`src/sv/ternary_noisy_prototype_sampler_unit_assert.svh`:
```
// ----------------------------------------------------------------------------
// Assertion macros for the ternary noisy-prototype sampler
// Concurrent checks on clk, disabled while rst_n is low; empty in synthesis.
// ----------------------------------------------------------------------------
`ifndef TERNARY_NOISY_PROTOTYPE_SAMPLER_UNIT_ASSERT_SVH
`define TERNARY_NOISY_PROTOTYPE_SAMPLER_UNIT_ASSERT_SVH

`ifndef SYNTH
// Same-cycle implication
`define TNPS_ASSERT_IMPL(lbl, ante, cons, msg) \
    lbl: assert property (@(posedge clk) disable iff (!rst_n) (ante) |-> (cons)) \
        else $error(msg);
`else
`define TNPS_ASSERT_IMPL(lbl, ante, cons, msg)
`endif

`ifndef SYNTH
// Next-cycle implication
`define TNPS_ASSERT_NEXT(lbl, ante, cons, msg) \
    lbl: assert property (@(posedge clk) disable iff (!rst_n) (ante) |=> (cons)) \
        else $error(msg);
`else
`define TNPS_ASSERT_NEXT(lbl, ante, cons, msg)
`endif

`endif

```
`src/sv/tnps_pkg.sv`:
```
// ----------------------------------------------------------------------------
// tnps_pkg
// Constants, codes and the xorshift32 step shared by the sampler.
// ----------------------------------------------------------------------------
package tnps_pkg;

    // Sizing
    localparam int MAX_CLASSES = 16;
    localparam int MAX_DIM     = 64;
    localparam int CLS_W       = $clog2(MAX_CLASSES);
    localparam int DIM_W       = $clog2(MAX_DIM);
    localparam int MEM_DEPTH   = MAX_CLASSES * MAX_DIM;
    localparam int MEM_AW      = CLS_W + DIM_W;

    // Configuration port
    localparam int PADDR_W = 5;
    localparam int PDATA_W = 32;

    localparam logic [2:0] REG_CLASS_COUNT = 3'd0;
    localparam logic [2:0] REG_DIMENSION   = 3'd1;
    localparam logic [2:0] REG_INFO_COUNT  = 3'd2;
    localparam logic [2:0] REG_NOISE_PCT   = 3'd3;
    localparam logic [2:0] REG_BASE_SEED   = 3'd4;

    localparam logic [4:0]  CLASS_COUNT_RST = 5'd10;
    localparam logic [6:0]  DIMENSION_RST   = 7'd64;
    localparam logic [6:0]  INFO_COUNT_RST  = 7'd16;
    localparam logic [6:0]  NOISE_PCT_RST   = 7'd10;
    localparam logic [31:0] BASE_SEED_RST   = 32'hdeadbeef;

    // Request commands
    localparam logic [1:0] CMD_BUILD  = 2'd0;
    localparam logic [1:0] CMD_RESEED = 2'd1;
    localparam logic [1:0] CMD_NEXT   = 2'd2;

    localparam logic [31:0] SEED_MIX = 32'h5a5a5a5a;

    // Label remainder unit: two dividend bits per step
    localparam int REM_W     = 7;
    localparam int MOD_STEPS = 32 / 2;
    localparam int CNT_W     = $clog2(MOD_STEPS);
    localparam logic [REM_W-1:0] PCT_DIV   = 7'd100;
    localparam logic [REM_W-1:0] TRI_DIV   = 7'd3;

    // Reciprocals for the fixed divisors: q = (x * RECIP) >> SHIFT
    localparam logic [31:0] RECIP_PCT = 32'h51eb851f;
    localparam logic [31:0] RECIP_TRI = 32'haaaaaaab;
    localparam int          PCT_SHIFT = 37;
    localparam int          TRI_SHIFT = 33;

    // Trit codes
    localparam logic signed [1:0] TRIT_NEG  = 2'sb11;
    localparam logic signed [1:0] TRIT_ZERO = 2'sb00;
    localparam logic signed [1:0] TRIT_POS  = 2'sb01;

    // One xorshift32 step (13, 17, 5)
    function automatic logic [31:0] xs32(input logic [31:0] s);
        logic [31:0] x;
        x = s ^ (s << 13);
        x = x ^ (x >> 17);
        x = x ^ (x << 5);
        return x;
    endfunction

endpackage

```
`src/sv/ternary_noisy_prototype_sampler_unit.sv`:
```
// ----------------------------------------------------------------------------
// ternary_noisy_prototype_sampler_unit
// Ternary test-vector generator with per-class prototypes and noisy sampling.
// ----------------------------------------------------------------------------
// One request at a time; req_stall is high from the accepting edge until the
// request is done. A build request writes one prototype sign per cycle,
// effective class count * effective informative count signs in all (no
// results). A sample first draws the label, whose remainder by the class
// count comes from a radix-4 remainder unit, then makes each trit in turn:
// one xorshift32 step, a reciprocal multiply for the mod 100 or mod 3,
// forming the trit (one more draw when an informative trit flips) and
// handing it over, which waits while the result is stalled. The next
// request can be taken in the cycle after the last trit leaves. Every draw
// goes through the single xorshift32 unit.
// ----------------------------------------------------------------------------
`include "ternary_noisy_prototype_sampler_unit_assert.svh"

module ternary_noisy_prototype_sampler_unit
(
    input  logic                               clk,
    input  logic                               rst_n,
    // Configuration port
    input  logic                               psel,
    input  logic                               penable,
    input  logic                               pwrite,
    input  logic [tnps_pkg::PADDR_W-1:0]       paddr,
    input  logic [tnps_pkg::PDATA_W-1:0]       pwdata,
    output logic [tnps_pkg::PDATA_W-1:0]       prdata,
    output logic                               pready,
    // Request channel
    input  logic                               req_valid,
    output logic                               req_stall,
    input  logic [1:0]                         cmd,
    input  logic [31:0]                        mix_seed,
    // Result channel
    output logic                               res_valid,
    input  logic                               res_stall,
    output logic [3:0]                         label,
    output logic [5:0]                         position,
    output logic signed [1:0]                  trit,
    output logic                               last
);

    typedef enum logic [2:0] {
        S_IDLE,
        S_BUILD,
        S_LABEL,
        S_TRIT,
        S_MOD,
        S_USE,
        S_FLIP,
        S_OUT
    } state_t;

    typedef enum logic [1:0] {
        K_LABEL,
        K_PCT,
        K_TRI
    } mod_kind_t;

    // Configuration registers
    logic [4:0]  class_count_reg, class_count_next;
    logic [6:0]  dimension_reg, dimension_next;
    logic [6:0]  info_count_reg, info_count_next;
    logic [6:0]  noise_pct_reg, noise_pct_next;
    logic [31:0] base_seed_reg, base_seed_next;

    // Sequencer and datapath registers
    state_t                        state_reg, state_next;
    mod_kind_t                     kind_reg, kind_next;
    logic [31:0]                   rng_reg, rng_next;
    logic [31:0]                   build_rng_reg, build_rng_next;
    logic [tnps_pkg::CLS_W-1:0]    cls_reg, cls_next;
    logic [tnps_pkg::DIM_W-1:0]    j_reg, j_next;
    logic [3:0]                    label_reg, label_next;
    logic signed [1:0]             trit_reg, trit_next;
    logic                          last_reg, last_next;
    logic                          res_valid_reg, res_valid_next;

    // Remainder unit
    logic [31:0]                   val_reg, val_next;
    logic [tnps_pkg::REM_W-1:0]    rem_reg, rem_next;
    logic [tnps_pkg::REM_W-1:0]    div_reg, div_next;
    logic [tnps_pkg::REM_W+1:0]    div3_reg, div3_next;
    logic [tnps_pkg::CNT_W-1:0]    cnt_reg, cnt_next;
    logic [63:0]                   prod_reg, prod_next;

    // Prototype sign memory
    logic                          mem [tnps_pkg::MEM_DEPTH];
    logic                          mem_q_reg;
    logic                          mem_we;
    logic [tnps_pkg::MEM_AW-1:0]   mem_waddr;
    logic [tnps_pkg::MEM_AW-1:0]   mem_raddr;

    // Effective configuration
    logic [4:0] nc_eff;
    logic [6:0] d_eff;
    logic [6:0] k_eff;

    logic                          cfg_we;
    logic [31:0]                   xs_src;
    logic [31:0]                   xs_out;
    logic [tnps_pkg::REM_W+1:0]    step_acc;
    logic [tnps_pkg::REM_W+1:0]    step_r;
    logic [31:0]                   recip_sel;
    logic [31:0]                   quot;
    logic [31:0]                   fold_rem;
    logic                          proto_pos;

    // Clamp the configuration to the supported ranges
    always_comb
    begin
        if (class_count_reg == 5'd0)
            nc_eff = 5'd1;
        else if (32'(class_count_reg) > tnps_pkg::MAX_CLASSES)
            nc_eff = 5'(tnps_pkg::MAX_CLASSES);
        else
            nc_eff = class_count_reg;

        if (dimension_reg == 7'd0)
            d_eff = 7'd1;
        else if (32'(dimension_reg) > tnps_pkg::MAX_DIM)
            d_eff = 7'(tnps_pkg::MAX_DIM);
        else
            d_eff = dimension_reg;

        k_eff = (info_count_reg > d_eff) ? d_eff : info_count_reg;
    end

    // Shared xorshift step
    assign xs_src = (state_reg == S_BUILD) ? build_rng_reg : rng_reg;
    assign xs_out = tnps_pkg::xs32(xs_src);

    // Remainder step: bring in two bits, subtract up to three divisors
    always_comb
    begin
        step_acc = {rem_reg, val_reg[31:30]};
        if (step_acc >= div3_reg)
            step_r = step_acc - div3_reg;
        else if (step_acc >= {1'b0, div_reg, 1'b0})
            step_r = step_acc - {1'b0, div_reg, 1'b0};
        else if (step_acc >= {2'b00, div_reg})
            step_r = step_acc - {2'b00, div_reg};
        else
            step_r = step_acc;
    end

    // Fixed divisors: reciprocal product, then fold back to the remainder
    assign recip_sel = (kind_reg == K_PCT) ? tnps_pkg::RECIP_PCT : tnps_pkg::RECIP_TRI;

    always_comb
    begin
        if (kind_reg == K_PCT)
        begin
            quot     = 32'(prod_reg >> tnps_pkg::PCT_SHIFT);
            fold_rem = val_reg - quot * 32'(tnps_pkg::PCT_DIV);
        end
        else
        begin
            quot     = 32'(prod_reg >> tnps_pkg::TRI_SHIFT);
            fold_rem = val_reg - quot * 32'(tnps_pkg::TRI_DIV);
        end
    end

    // Prototype memory: one write port, one registered read port
    assign mem_raddr = {label_reg[tnps_pkg::CLS_W-1:0], j_reg};
    assign mem_waddr = {cls_reg, j_reg};
    assign proto_pos = mem_q_reg;

    always_ff @(posedge clk)
    begin
        if (mem_we)
        begin
            mem[mem_waddr] <= xs_out[0];
        end
        mem_q_reg <= mem[mem_raddr];
    end

    // Configuration port
    assign pready = 1'b1;
    assign cfg_we = psel & penable & pwrite;

    always_comb
    begin
        unique case (paddr[4:2])
            tnps_pkg::REG_CLASS_COUNT: prdata = {27'd0, class_count_reg};
            tnps_pkg::REG_DIMENSION:   prdata = {25'd0, dimension_reg};
            tnps_pkg::REG_INFO_COUNT:  prdata = {25'd0, info_count_reg};
            tnps_pkg::REG_NOISE_PCT:   prdata = {25'd0, noise_pct_reg};
            tnps_pkg::REG_BASE_SEED:   prdata = base_seed_reg;
            default:                   prdata = '0;
        endcase
    end

    // Sequencer next state
    always_comb
    begin
        class_count_next = class_count_reg;
        dimension_next   = dimension_reg;
        info_count_next  = info_count_reg;
        noise_pct_next   = noise_pct_reg;
        base_seed_next   = base_seed_reg;
        state_next       = state_reg;
        kind_next        = kind_reg;
        rng_next         = rng_reg;
        build_rng_next   = build_rng_reg;
        cls_next         = cls_reg;
        j_next           = j_reg;
        label_next       = label_reg;
        trit_next        = trit_reg;
        last_next        = last_reg;
        res_valid_next   = res_valid_reg;
        val_next         = val_reg;
        rem_next         = rem_reg;
        div_next         = div_reg;
        div3_next        = div3_reg;
        cnt_next         = cnt_reg;
        prod_next        = prod_reg;
        mem_we           = 1'b0;

        // register writes
        if (cfg_we)
        begin
            unique case (paddr[4:2])
                tnps_pkg::REG_CLASS_COUNT: class_count_next = pwdata[4:0];
                tnps_pkg::REG_DIMENSION:   dimension_next   = pwdata[6:0];
                tnps_pkg::REG_INFO_COUNT:  info_count_next  = pwdata[6:0];
                tnps_pkg::REG_NOISE_PCT:   noise_pct_next   = pwdata[6:0];
                tnps_pkg::REG_BASE_SEED:   base_seed_next   = pwdata;
                default:                   ;
            endcase
        end

        unique case (state_reg)
            S_IDLE:
            begin
                if (req_valid)
                begin
                    unique case (cmd)
                        tnps_pkg::CMD_BUILD:
                        begin
                            if (k_eff != 7'd0)
                            begin
                                build_rng_next = base_seed_reg;
                                cls_next       = '0;
                                j_next         = '0;
                                state_next     = S_BUILD;
                            end
                        end
                        tnps_pkg::CMD_RESEED:
                        begin
                            rng_next   = base_seed_reg ^ mix_seed ^ tnps_pkg::SEED_MIX;
                            state_next = S_LABEL;
                        end
                        tnps_pkg::CMD_NEXT:
                        begin
                            state_next = S_LABEL;
                        end
                        default: ;
                    endcase
                end
            end

            // one prototype sign per cycle
            S_BUILD:
            begin
                build_rng_next = xs_out;
                mem_we         = 1'b1;
                if ({1'b0, j_reg} == k_eff - 7'd1)
                begin
                    j_next = '0;
                    if ({1'b0, cls_reg} == nc_eff - 5'd1)
                        state_next = S_IDLE;
                    else
                        cls_next = cls_reg + 1'b1;
                end
                else
                begin
                    j_next = j_reg + 1'b1;
                end
            end

            // label draw: rand mod class count
            S_LABEL:
            begin
                rng_next   = xs_out;
                val_next   = xs_out;
                rem_next   = '0;
                cnt_next   = '0;
                div_next   = {2'b00, nc_eff};
                div3_next  = {4'b0000, nc_eff} + {3'b000, nc_eff, 1'b0};
                kind_next  = K_LABEL;
                state_next = S_MOD;
            end

            // trit draw: mod 100 for informative, mod 3 for noise
            S_TRIT:
            begin
                rng_next   = xs_out;
                val_next   = xs_out;
                rem_next   = '0;
                cnt_next   = '0;
                state_next = S_MOD;
                if ({1'b0, j_reg} < k_eff)
                    kind_next = K_PCT;
                else
                    kind_next = K_TRI;
            end

            // label: radix-4 steps; fixed divisors: multiply, then fold
            S_MOD:
            begin
                cnt_next = cnt_reg + 1'b1;
                if (kind_reg == K_LABEL)
                begin
                    rem_next = step_r[tnps_pkg::REM_W-1:0];
                    val_next = val_reg << 2;
                    if (cnt_reg == tnps_pkg::CNT_W'(tnps_pkg::MOD_STEPS - 1))
                        state_next = S_USE;
                end
                else if (cnt_reg == '0)
                begin
                    prod_next = {32'd0, val_reg} * {32'd0, recip_sel};
                end
                else
                begin
                    rem_next   = fold_rem[tnps_pkg::REM_W-1:0];
                    state_next = S_USE;
                end
            end

            S_USE:
            begin
                unique case (kind_reg)
                    K_LABEL:
                    begin
                        label_next = rem_reg[3:0];
                        j_next     = '0;
                        state_next = S_TRIT;
                    end
                    K_PCT:
                    begin
                        if (rem_reg < noise_pct_reg)
                        begin
                            state_next = S_FLIP;
                        end
                        else
                        begin
                            trit_next      = proto_pos ? tnps_pkg::TRIT_POS : tnps_pkg::TRIT_NEG;
                            res_valid_next = 1'b1;
                            last_next      = ({1'b0, j_reg} == d_eff - 7'd1);
                            state_next     = S_OUT;
                        end
                    end
                    default:
                    begin
                        case (rem_reg)
                            7'd0:    trit_next = tnps_pkg::TRIT_NEG;
                            7'd1:    trit_next = tnps_pkg::TRIT_ZERO;
                            default: trit_next = tnps_pkg::TRIT_POS;
                        endcase
                        res_valid_next = 1'b1;
                        last_next      = ({1'b0, j_reg} == d_eff - 7'd1);
                        state_next     = S_OUT;
                    end
                endcase
            end

            // flipped trit: low bit picks zero or the opposite sign
            S_FLIP:
            begin
                rng_next = xs_out;
                if (xs_out[0])
                    trit_next = tnps_pkg::TRIT_ZERO;
                else
                    trit_next = proto_pos ? tnps_pkg::TRIT_NEG : tnps_pkg::TRIT_POS;
                res_valid_next = 1'b1;
                last_next      = ({1'b0, j_reg} == d_eff - 7'd1);
                state_next     = S_OUT;
            end

            // hold the result until taken
            S_OUT:
            begin
                if (!res_stall)
                begin
                    res_valid_next = 1'b0;
                    if (last_reg)
                    begin
                        state_next = S_IDLE;
                    end
                    else
                    begin
                        j_next     = j_reg + 1'b1;
                        state_next = S_TRIT;
                    end
                end
            end

            default: state_next = S_IDLE;
        endcase
    end

    // State and registered outputs
    always_ff @(posedge clk or negedge rst_n)
    begin
        if (!rst_n)
        begin
            class_count_reg <= tnps_pkg::CLASS_COUNT_RST;
            dimension_reg   <= tnps_pkg::DIMENSION_RST;
            info_count_reg  <= tnps_pkg::INFO_COUNT_RST;
            noise_pct_reg   <= tnps_pkg::NOISE_PCT_RST;
            base_seed_reg   <= tnps_pkg::BASE_SEED_RST;
            state_reg       <= S_IDLE;
            kind_reg        <= K_LABEL;
            rng_reg         <= '0;
            build_rng_reg   <= '0;
            cls_reg         <= '0;
            j_reg           <= '0;
            label_reg       <= '0;
            trit_reg        <= tnps_pkg::TRIT_ZERO;
            last_reg        <= 1'b0;
            res_valid_reg   <= 1'b0;
            val_reg         <= '0;
            rem_reg         <= '0;
            div_reg         <= 7'd1;
            div3_reg        <= 9'd3;
            cnt_reg         <= '0;
            prod_reg        <= '0;
        end
        else
        begin
            class_count_reg <= class_count_next;
            dimension_reg   <= dimension_next;
            info_count_reg  <= info_count_next;
            noise_pct_reg   <= noise_pct_next;
            base_seed_reg   <= base_seed_next;
            state_reg       <= state_next;
            kind_reg        <= kind_next;
            rng_reg         <= rng_next;
            build_rng_reg   <= build_rng_next;
            cls_reg         <= cls_next;
            j_reg           <= j_next;
            label_reg       <= label_next;
            trit_reg        <= trit_next;
            last_reg        <= last_next;
            res_valid_reg   <= res_valid_next;
            val_reg         <= val_next;
            rem_reg         <= rem_next;
            div_reg         <= div_next;
            div3_reg        <= div3_next;
            cnt_reg         <= cnt_next;
            prod_reg        <= prod_next;
        end
    end

    // Ports
    assign req_stall = (state_reg != S_IDLE);
    assign res_valid = res_valid_reg;
    assign label     = label_reg;
    assign position  = j_reg;
    assign trit      = trit_reg;
    assign last      = last_reg;

    // Checks
    `TNPS_ASSERT_IMPL(a_req_res_excl, !req_stall, !res_valid, "request taken with result up")
    `TNPS_ASSERT_NEXT(a_mod_done, (state_reg == S_MOD) && (cnt_reg == 4'd15), state_reg == S_USE, "mod overran")
    `TNPS_ASSERT_IMPL(a_last_pos, res_valid_reg && last_reg, {1'b0, j_reg} == d_eff - 7'd1, "bad last")
    `TNPS_ASSERT_IMPL(a_label_rng, res_valid_reg, {1'b0, label_reg} < nc_eff, "label too big")

endmodule
```
`config.mk`:
```
export PLATFORM = sky130hd
export DESIGN_NAME = ternary_noisy_prototype_sampler_unit
export DESIGN_NICKNAME = d
export VERILOG_FILES = /design/src/sv/tnps_pkg.sv /design/src/sv/ternary_noisy_prototype_sampler_unit.sv
export VERILOG_INCLUDE_DIRS = /design/src /design/src/sv
export SDC_FILE = /design/constraint.sdc
export NUM_CORES = 2
export LEC_CHECK = 0
export BUFFER_PORTS_ARGS = -buffer_cell sky130_fd_sc_hd__buf_2
export CAP_MARGIN = 20
export CORE_MARGIN = 2
export CORE_UTILIZATION = 45
export DETAILED_ROUTE_END_ITERATION = 10
export PLACE_DENSITY = 0.58
export SLEW_MARGIN = 20
export SYNTH_ARGS = -nofsm -noshare
export SYNTH_HDL_FRONTEND = slang
export SYNTH_SLANG_ARGS = --single-unit
export TNS_END_PERCENT = 10
```
`constraint.sdc`:
```
create_clock -name clk -period 16.4 [get_ports clk]
set_input_delay 0 -clock clk [delete_from_list [all_inputs] [get_ports clk]]
set_output_delay 0 -clock clk [all_outputs]
set_load 0.005 [all_outputs]
```
==> flow_summary_export.csv <==
group,metric,value,unit
run_status,status,"completed",
cells_and_area,final_cells,8639,
grt,grt.overflow.total,0,
yosys,dominantRegCellSynth,"edfxtp_1",
cells_and_area,num-fill-cells,14600,
critical_path,cp-start-kind,"flop",
yosys,yosysWarnings,0,
floorplanning,dieArea,0.169,mm²
worst_hold_path,worstHoldStart,"pwdata[5]",
run,drv_cap,0,
yosys,ys_seq_area_share,48.3,%
grt,antenna_found_initial,4,
timing,final.setup.tns,0,ps
cells_and_area,multi_input_area,0.0345,mm²
worst_hold_path,hold_path_depth,3,
timing,skew,33.2,ps
yosys,synth_cell_type_count,84,
critical_path,end_kind,"flop",
place,hpwlAfterDp,142,mm
timing,period_needed,9280,ps
place,io_buffers,122,
timing,maxSlewHeadroom,17.2,%
critical_path,reg2reg_from,"kind_reg[0]",
place,gp_congestion,0.922,
cts,cts_made_buffers,133,
routing,drt_iter0_markers,4959,
floorplanning,io_pins,126,
floorplanning,row_count,149,
cells_and_area,drive_above_1_share,13.5,%
cells_and_area,regArea,0.0360,mm²
timing,timing.final.crit_share,56.6,%
cts,cts_tree,"yes",
floorplanning,die_y,411,µm
grt,grt_pass1_wl,325,mm
floorplanning,core_area,0.165,mm²
cts,cts_root_buffer,"clkbuf_16",
routing,wl_per_cell,25.1,µm
yosys,synth_seq_cells,1233,
cts,cts.path.max_buffers,3,
timing,finalSetupViolations,0,
grt,grt_use_total,26.0,%
grt,first_global_vias,49500,
routing,wl,217,mm
cells_and_area,nets,7172,
timing,rsz0062_at_grt,"no",
yosys,async_flop_share,16.9,%
worst_hold_path,worstHoldPathType,"primary input to flop",
cts,cts_setup_buffers,0,
critical_path,worstPathArrival,9940,ps
floorplanning,start_util,45.2,%
timing,hold_violations,0,
yosys,syn_inst,6301,
routing,ant_nets,0,
yosys,synth_edf_count,1024,
critical_path,critPathLaunch,"kind_reg[0]",
critical_path,worstRegToRegCells,23,
cts,cts.htree.levels,4,
cts,cts_hold_buf,111,
critical_path,critPathMaxFanout,75,
place,dp_worst_setup_slack,7220,ps
place,dp_cells,8283,
yosys,syn_area_per_cell,11.8,µm²
cts,clk-insertion-delay-late,760,ps
cts,ctsResizeCount,0,
cells_and_area,regMostFlops,"mem",
routing,vias_per_cell,5.66,
grt,grt_max_degree,197,
routing,dr_total_vias,48900,
critical_path,worstPathRequired,17070,ps
timing,fmax,108,MHz
critical_path,path_class,"flop to flop",
timing,worstMarginPinSlew,1230,ps
timing,whs,59.0,ps
timing,drv_slew,0,
floorplanning,die-width,411,µm
cells_and_area,largest_reg_flops,1024,
cts,clock_sinks,1233,
routing,drc,0,
timing,fin_ws,7120,ps
cells_and_area,area_growth,10.8,%
routing,first_pass_iters,5,
yosys,synth.cell_area,0.0745,mm²
cts,path_clk_slew,70,ps
worst max-delay path: stages, from the launching register on:
cell and delay [ps]:
dfrtp_1 540, nor2b_4 540, buf_4 690, nand2_1 290
xnor2_1 350, inv_1 170, o21ai_0 260, fa_1 500
fa_1 570, inv_1 80, fa_1 550, inv_1 60
fa_1 500, fa_1 600, fa_1 450, fa_1 450
ha_1 340, a21oi_1 520, nand4bb_1 260, o2111ai_1 370
a21oi_1 140, a2111oi_2 530, mux2i_1 250, nand2_1 70
stage by stage:
stage	utilization (%)	cell area, µm²
finish	50.1	82500
detailed placement	46.8	77000
global route	50.1	82500
CTS	50.0	82300
global placement	46.8	77000
floorplan	-	74500
Yosys cell counts, types with 54 or more instances:
| cell type | count | area [µm²] |
|---|---|---|
| a21oi_1 | 207 | 1040 |
| and3_1 | 59 | 369 |
| buf_1 | 54 | 203 |
| clkbuf_1 | 323 | 1210 |
| dfrtp_1 | 176 | 4400 |
| edfxtp_1 | 1024 | 30700 |
| fa_1 | 438 | 8770 |
| ha_1 | 309 | 3870 |
| inv_1 | 623 | 2340 |
| mux2_2 | 60 | 676 |
| mux2i_1 | 61 | 611 |
| mux4_2 | 275 | 6190 |
| nand2_1 | 420 | 1580 |
| nor2_1 | 1236 | 4640 |
| o21ai_0 | 233 | 1170 |
| xnor2_1 | 158 | 1380 |
| xor2_1 | 101 | 885 |
area by class of cell:
class / instances / area share (%)
Inverter: 626 / 2.86
Sequential cell: 1233 / 43.7
Antenna cell: 1 / 0.00303
Clock buffer: 179 / 4.38
Timing Repair Buffer: 347 / 3.28
Clock inverter: 58 / 0.689
Multi-Input combinational cell: 4006 / 41.8
Tap cell: 2189 / 3.32
routing by layer:
layer  vias to the layer above  track usage, %  share of wire, %
li1                      21600               -                 -
met1                     25300            35.2                41
met2                      1709            43.1                49
met3                       340            3.94               6.7
met4                         4            8.41               3.2
met5                         -               0             0.013
kinds of logic after synthesis:
logic type / synth area share, %
and+or+nand+nor: 10.4
other: 0.0101
xor gates and xnor gates: 3.08
buffers and inverters: 5.70
muxes: 10.0
adders and majority gates: 17.0
DFF: 48.3
AOI/OAI and AO/OA: 5.50
placed cells by master, fill, tap and decap left out, types with 30 or more instances in the layout:
cell,n
edfxtp_1,1024
buf_2,121
nand3_1,45
dfstp_2,32
o21ai_0,233
inv_1,620
dfrtp_1,171
dlygate4sd3_1,110
and3_1,59
fa_1,438
a21o_1,31
mux2i_1,61
clkinv_1,30
a21oi_1,207
nor3_1,31
ha_1,309
nor2_1,1234
clkbuf_16,136
clkbuf_1,38
buf_4,104
nand2_1,370
xor2_1,101
mux4_2,275
nand2_2,48
mux2_2,60
xnor2_1,158
final timing paths:
check,to,slack (ps)
worst max register to register,prod_reg[41],7120
min in group asynchronous,info_count_reg[4],380
max in group asynchronous,rng_reg[13],14690
worst min register to register,div3_reg[5],480
worst max-delay path,prod_reg[41],7120
worst min-delay path,dimension_reg[5],60
Power is not shown: default switching activity piles up to over one toggle a cycle in this logic, so the estimate is an artifact.
